==> config.mk <==
export PLATFORM = sky130hd
export DESIGN_NAME = hbp_ctrl
export DESIGN_NICKNAME = d
export VERILOG_FILES = /design/src/huffman_bit_packer_defines.svh /design/src/hbp_pkg.sv /design/src/hbp_ctrl.sv
export SDC_FILE = /design/constraint.sdc
export NUM_CORES = 1
export LEC_CHECK = 0
export ABC_AREA = 1
export BUFFER_PORTS_ARGS = -buffer_cell sky130_fd_sc_hd__buf_2
export CORE_AREA = 2 2 39 41
export DETAILED_ROUTE_END_ITERATION = 12
export DIE_AREA = 0 0 41 43
export GPL_TIMING_DRIVEN = 0
export PLACE_DENSITY = 0.44
export SLEW_MARGIN = 30
export SYNTH_ARGS = -nofsm -noshare
export SYNTH_HDL_FRONTEND = slang
export SYNTH_SLANG_ARGS = --single-unit
==> constraint.sdc <==
create_clock -name clock -period 0.8 [get_ports clock]
set_input_delay 0.04 -clock clock [delete_from_list [all_inputs] [get_ports clock]]
set_output_delay 0.04 -clock clock [all_outputs]
set_load 0.1 [all_outputs]
==> src/huffman_bit_packer_defines.svh <==
// Assertion macros shared by the bit packer modules.
// No dependencies; include by bare file name.
`ifndef HUFFMAN_BIT_PACKER_DEFINES_SVH
`define HUFFMAN_BIT_PACKER_DEFINES_SVH

// Same-cycle implication, disabled while reset is high.
`define HBP_ASSERT_NOW(label, clk, rst, ante, cons, msg) \
   label: assert property (@(posedge clk) disable iff (rst) (ante) |-> (cons)) else $error(msg);

// Next-cycle implication, disabled while reset is high.
`define HBP_ASSERT_NEXT(label, clk, rst, ante, cons, msg) \
   label: assert property (@(posedge clk) disable iff (rst) (ante) |=> (cons)) else $error(msg);

`endif

==> src/hbp_pkg.sv <==
// Package for the bit packer: item structs, op codes, controller types.
// No dependencies; used by every module of the block except hbp_ram.
package hbp_pkg;

   localparam int MAX_CODE_LENGTH = 32;
   localparam int SYM_W           = 8;
   localparam int CODE_W          = 32;
   localparam int LEN_W           = 6;
   localparam int TABLE_DEPTH     = 256;
   localparam int ENTRY_W         = CODE_W + LEN_W;
   localparam int PEND_W          = 7;
   localparam int CNT_W           = 3;
   localparam int ACC_W           = PEND_W + CODE_W;
   localparam int TOT_W           = 6;
   localparam int BYTE_W          = 8;

   // Longest code the table keeps: bounded by the parameter and by the field width.
   localparam int LEN_LIMIT_INT = (MAX_CODE_LENGTH > CODE_W) ? CODE_W : MAX_CODE_LENGTH;
   localparam logic [LEN_W-1:0] LEN_LIMIT = LEN_W'(LEN_LIMIT_INT);

   localparam logic [1:0] OP_LOAD   = 2'd0;
   localparam logic [1:0] OP_ENCODE = 2'd1;
   localparam logic [1:0] OP_FLUSH  = 2'd2;

   typedef struct packed {
      logic [1:0]        op;
      logic [SYM_W-1:0]  symbol;
      logic [CODE_W-1:0] code_bits;
      logic [LEN_W-1:0]  code_length;
   } req_type;

   typedef struct packed {
      logic [BYTE_W-1:0] packed_byte;
      logic              last_of_run;
   } rsp_type;

   typedef enum logic [1:0] {
      ST_IDLE,
      ST_MERGE,
      ST_EMIT
   } ctrl_state_type;

   typedef struct packed {
      logic load;
      logic lookup;
      logic flush;
      logic merge;
      logic step;
      logic commit;
   } cmd_type;

   typedef struct packed {
      logic ge8;
      logic last;
   } status_type;

endpackage

==> src/hbp_ctrl.sv <==
// Controller of the bit packer: accepts items and sequences the datapath.
// Depends on hbp_pkg.
module hbp_ctrl
   import hbp_pkg::*;
(
   input  logic       clock,
   input  logic       reset,
   input  logic       start,
   input  logic [1:0] op,
   input  status_type status,
   output logic       busy,
   output cmd_type    cmd
);

   ctrl_state_type state_ff, state_in;

   always_ff @(posedge clock) begin
      if (reset) begin
         state_ff <= ST_IDLE;
      end else begin
         state_ff <= state_in;
      end
   end

   always_comb begin
      state_in = state_ff;
      cmd      = '0;
      busy     = (state_ff != ST_IDLE);
      case (state_ff)
         ST_IDLE: begin
            if (start) begin
               case (op)
                  OP_LOAD: begin
                     cmd.load = 1'b1;
                  end
                  OP_ENCODE: begin
                     cmd.lookup = 1'b1;
                     state_in   = ST_MERGE;
                  end
                  OP_FLUSH: begin
                     cmd.flush = 1'b1;
                  end
                  default: begin
                  end
               endcase
            end
         end
         ST_MERGE: begin
            cmd.merge = 1'b1;
            state_in  = ST_EMIT;
         end
         ST_EMIT: begin
            if (status.ge8) begin
               cmd.step = 1'b1;
               if (status.last) begin
                  cmd.commit = 1'b1;
                  state_in   = ST_IDLE;
               end
            end else begin
               cmd.commit = 1'b1;
               state_in   = ST_IDLE;
            end
         end
         default: begin
            state_in = ST_IDLE;
         end
      endcase
   end

endmodule

==> Word level (Yosys, flattened, before mapping) <==
Cells that the tools add are included.
{ "word_totals": {"reg_bits": 2, "in_bits": 7, "output_inout_bits": 7, "elab_cells": 27} }
{ "op_classes": {"eq_ne": 7, "reduce_logical": 4, "muxes": 15} }
{ "ops": {"columns": ["operator", "count"], "rows": [
  ["$mux W2", 5],
  ["$mux W1", 7],
  ["$mux W3", 2],
  ["$pmux W2 S3", 1],
  ["$eq A2 B1 Y1 const B", 2],
  ["$eq A2 B2 Y1 const B", 2],
  ["$logic_not A2 Y1", 2],
  ["$ne A3 B3 Y1 const B", 1],
  ["$reduce_and A3 Y1", 1],
  ["$ne A2 B1 Y1 const B", 1],
  ["$ne A2 B2 Y1 const B", 1],
  ["$reduce_bool A2 Y1", 1]
]} }

==> Longest topological paths before layout <==
{ "logic_depth": {"ltp_word": 4, "mapped_depth": 4, "depth_no_buf": 4} }

==> Worst setup path before layout <==
Ideal clock, no wire load.
{ "synth_timing": {"kind": "reg-to-output", "start": "register state_ff[0]", "end": "output port cmd[3] (netlist bit)", "n_path_buf": 0, "t_required_ns": 0.760, "path_stages_with_launch": 4, "t_arrival_ns": 1.805, "path_slack_ns": -1.045, "path_cell_list": "dfxtp_1 -> nor2_2 -> nand3b_1 -> nor2_1"} }
{ "synth_rtl": {"columns": ["element", "line_no", "source"], "rows": [
  ["start, declared", "hbp_ctrl.sv:15", "ctrl_state_type state_ff, state_in;"],
  ["start signal, assigned", "hbp_ctrl.sv:21", "state_ff <= state_in;"],
  ["end, declared", "hbp_ctrl.sv:12", "output cmd_type cmd"]
]} }

==> results.py <==
metrics = {
    "run_status": {
        "status": "complete, but fails checks",
        "violations": "setup timing",
    },
    "floorplanning": {
        "rows": 14,
        "die_area_mm2": 0.00176,
        "die_h_um": 43,
        "initial_core_util_pct": 10.6,
        "die_w_um": 41,
        "coreArea_mm2": 0.00138,
        "io_pins": 14,
    },
    "routing": {
        "num_vias": 219,
        "drt_wl_total_um": 427,
        "wl_per_cell_um": 7.12,
        "drtPass1Iterations": 2,
        "drt_iter0_markers": 1,
        "met2_length_um": 245,
        "wl_met1_um": 138,
        "drt_drc_violations_left": 0,
        "viasPerCell": 3.65,
        "met3_length_um": 43,
        "ant_nets": 0,
        "topRoutingLayerUsed": "met3",
    },
    "power": {
        "p_clk_share_pct": 40.4,
        "p_per_area_mw_per_mm2": 1190,
        "max-vdd-ir-drop_mv": 0.598,
        "internal_power_uw": 349,
        "seq_power_share_pct": 19.6,
        "pwr-share-comb_pct": 39.9,
        "sw_frac_of_total_pct": 35.3,
        "power.total_uw": 540,
        "p_sw_uw": 190,
        "p_leak_nw": 0.200,
    },
    "timing": {
        "skew_ns": 0.00146,
        "setup_violations": 8,
        "slew-limit-headroom_pct": 84.3,
        "hold_viol": 0,
        "finalMaxSlewViolations": 0,
        "fin_ws_ns": -0.410,
        "period_share_pct": 151,
        "layout_min_cycle_time_ns": 1.21,
        "worst_slew_pin_slew_ns": 0.234,
        "max_freq_mhz": 826,
        "grt_setup_unrepaired": "yes",
    },
    "critical_path": {
        "r2r-end": "state_ff[1]$_SDFFE_PP0P_",
        "endpoint_kind": "primary output",
        "rr_worst_depth": 4,
        "cp_max_fo": 3,
        "timing.rr.start": "state_ff[0]$_SDFFE_PP0P_",
        "worstSetupPathType": "flip-flop to primary output",
        "start_kind": "flip-flop",
        "r2r_setup_slack_ns": -0.01,
        "cp.arrival_ns": 1.17,
        "cp.required_ns": 0.76,
    },
    "cells_and_area": {
        "regArea_um2": 42.5,
        "area_growth_pct": 209,
        "largest_reg_flops": 2,
        "top_register": "state_ff",
        "nets": 53,
        "multi_input_area_um2": 134,
        "reg_top3": "state_ff x2",
        "drive_gt1_share_pct": 81.8,
        "n_fill_cell": 146,
        "layout.cells.non_filler": 60,
        "antenna_cells": 0,
    },
    "placed_design": {
        "numPortBuffers": 13,
        "dpl.hpwl_um": 307,
        "gp_congestion": 0.596,
        "dp_cells": 53,
    },
    "grt": {
        "grt_antenna_before_repair": 0,
        "grtUsageTotal_pct": 6.32,
        "grt_start_max_net_pins": 4,
        "grt_first_pass_wirelength_um": 676,
        "gr-total-overflow": 0,
        "grt_pass1_vias": 210,
    },
    "synth": {
        "syn_area_per_cell_um2": 6.10,
        "synth_area_um2": 146,
        "synth_warnings": 0,
        "syn_nets": 31,
        "yosysSeqAreaShare_pct": 27.4,
        "synth_area_leaders": "dfxtp_1 27%, inv_1 15%, nor2_1 15%",
        "ys_types": 9,
        "synth_seq_cells": 2,
        "yosys.area.top_type_share_pct": 27.4,
        "synth_edf_count": 0,
        "netlist_instances": 24,
        "synthTopCellsByCount": "6 x inv_1, 6 x nor2_1, 4 x nand2_1",
        "synth_ff_type": "dfxtp_1",
        "yosysTopAreaCell": "dfxtp_1",
        "ys_async_sr_fraction_pct": 0,
    },
    "clocking": {
        "clkSinkCount": 2,
        "clk_pin_slew_ns": 0.03,
        "clk_path_buf_depth": 2,
        "tritoncts": "yes",
        "root_buffer": "clkbuf_4",
        "htreeDepth": 1,
        "cts_buffers": 3,
        "clock_latency_ns": 0.22,
    },
    "min_path": {
        "hp-class": "input port to flip-flop",
        "hold_start": "start",
        "min_to": "state_ff[0]$_SDFFE_PP0P_",
        "hold-path-cell-count": 3,
    },
    "flow_run": {
        "max-cap-violations": 0,
    },
}
[cell type report]
| class | count | share of cell area, % |
|---|---|---|
| Multi-Input combinational cell | 15 | 29.6 |
| Inverter | 6 | 4.99 |
| Tap cell | 16 | 4.43 |
| Sequential cell | 2 | 9.42 |
| Buffer | 1 | 1.66 |
| Clock buffer | 3 | 4.99 |
| Timing Repair Buffer | 17 | 44.9 |
[metal layers]
metal	track usage (%)	vias up
met2	9.06	11
met5	0	-
li1	-	110
met4	10.0	0
met1	4.81	98
met3	2.09	0
[layout by cell type (no fill, tap or decap), drive strengths merged]
| cell type | count |
|---|---|
| buf | 17 |
| nor2 | 8 |
| inv | 6 |
| nand2 | 4 |
| clkbuf | 3 |
| dfxtp | 2 |
| nand3b | 1 |
| a21oi | 1 |
| nor3 | 1 |
| dlygate4sd3 | 1 |
[power groups by stage]
stage | clock network, mW | registers (mW) | logic (mW)
finish | 0.218 | 0.106 | 0.215
global route | 0.242 | 0.106 | 0.224
CTS | 0.234 | 0.106 | 0.215
detailed placement | 0 | 0.108 | 0.159
global placement | 0 | 0.108 | 0.159
floorplan | 0 | 0.107 | 0.127
[cells by family (layout without fill, tap and decap cells)]
| kind of cell | Yosys count | after routing | synth area share (%) |
|---|---|---|---|
| AO/OA/AOI/OAI | 1 | 1 | 5.98 |
| buffers and inverters | 7 | 27 | 20.5 |
| flip-flops | 2 | 2 | 27.4 |
| AND/OR/NAND/NOR | 14 | 14 | 46.2 |
[critical path, cell delays in order (launching register included)]
cell	delay, ns
dfxtp_2	0.32
nor2_4	0.11
nand3b_1	0.18
nor2_4	0.15
buf_12	0.18
[timing repair]
item / 4_1_cts / 5_1_grt
setup endpoints to repair: 7 / 9
endpoints found under the hold margin: 2 / 0
hold buffers: 1 / 0
gates resized for setup: 31 / 1
buffers inserted: 3 / 0
pin swaps: 3 / 2
[worst max-delay path by stage]
| stage | from | endpoint | slack (ns) | cells past startpoint |
|---|---|---|---|---|
| global route | state_ff[0]$_SDFFE_PP0P_ | cmd[5] | -0.48 | 4 |
| CTS | state_ff[0]$_SDFFE_PP0P_ | cmd[3] | -0.43 | 4 |
| finish | state_ff[0]$_SDFFE_PP0P_ | cmd[5] | -0.41 | 4 |
| global placement | state_ff[0]$_SDFFE_PP0P_ | cmd[3] | -0.43 | 4 |
| floorplan | state_ff[0]$_SDFFE_PP0P_ | cmd[3] | -0.37 | 3 |
| detailed placement | state_ff[0]$_SDFFE_PP0P_ | cmd[5] | -0.43 | 4 |
[through the flow]
stage / setup TNS, ns / area, um^2 / hold slack, ns / setup WS (ns) / utilization (%)
6_report: -2.42 / 452 / 0.0971 / -0.410 / 32.6
5_1_grt: -2.90 / 452 / 0.0933 / -0.475 / 32.6
4_1_cts: -2.56 / 447 / 0.0873 / -0.434 / 32.3
3_5_place_dp: -2.14 / 279 / 0.227 / -0.429 / 20.2
3_3_place_gp: -2.16 / 279 / 0.227 / -0.427 / 20.2
2_1_floorplan: -1.80 / 194 / 0.0951 / -0.370 / -
Note: power is estimated with default switching activity, not from simulation.
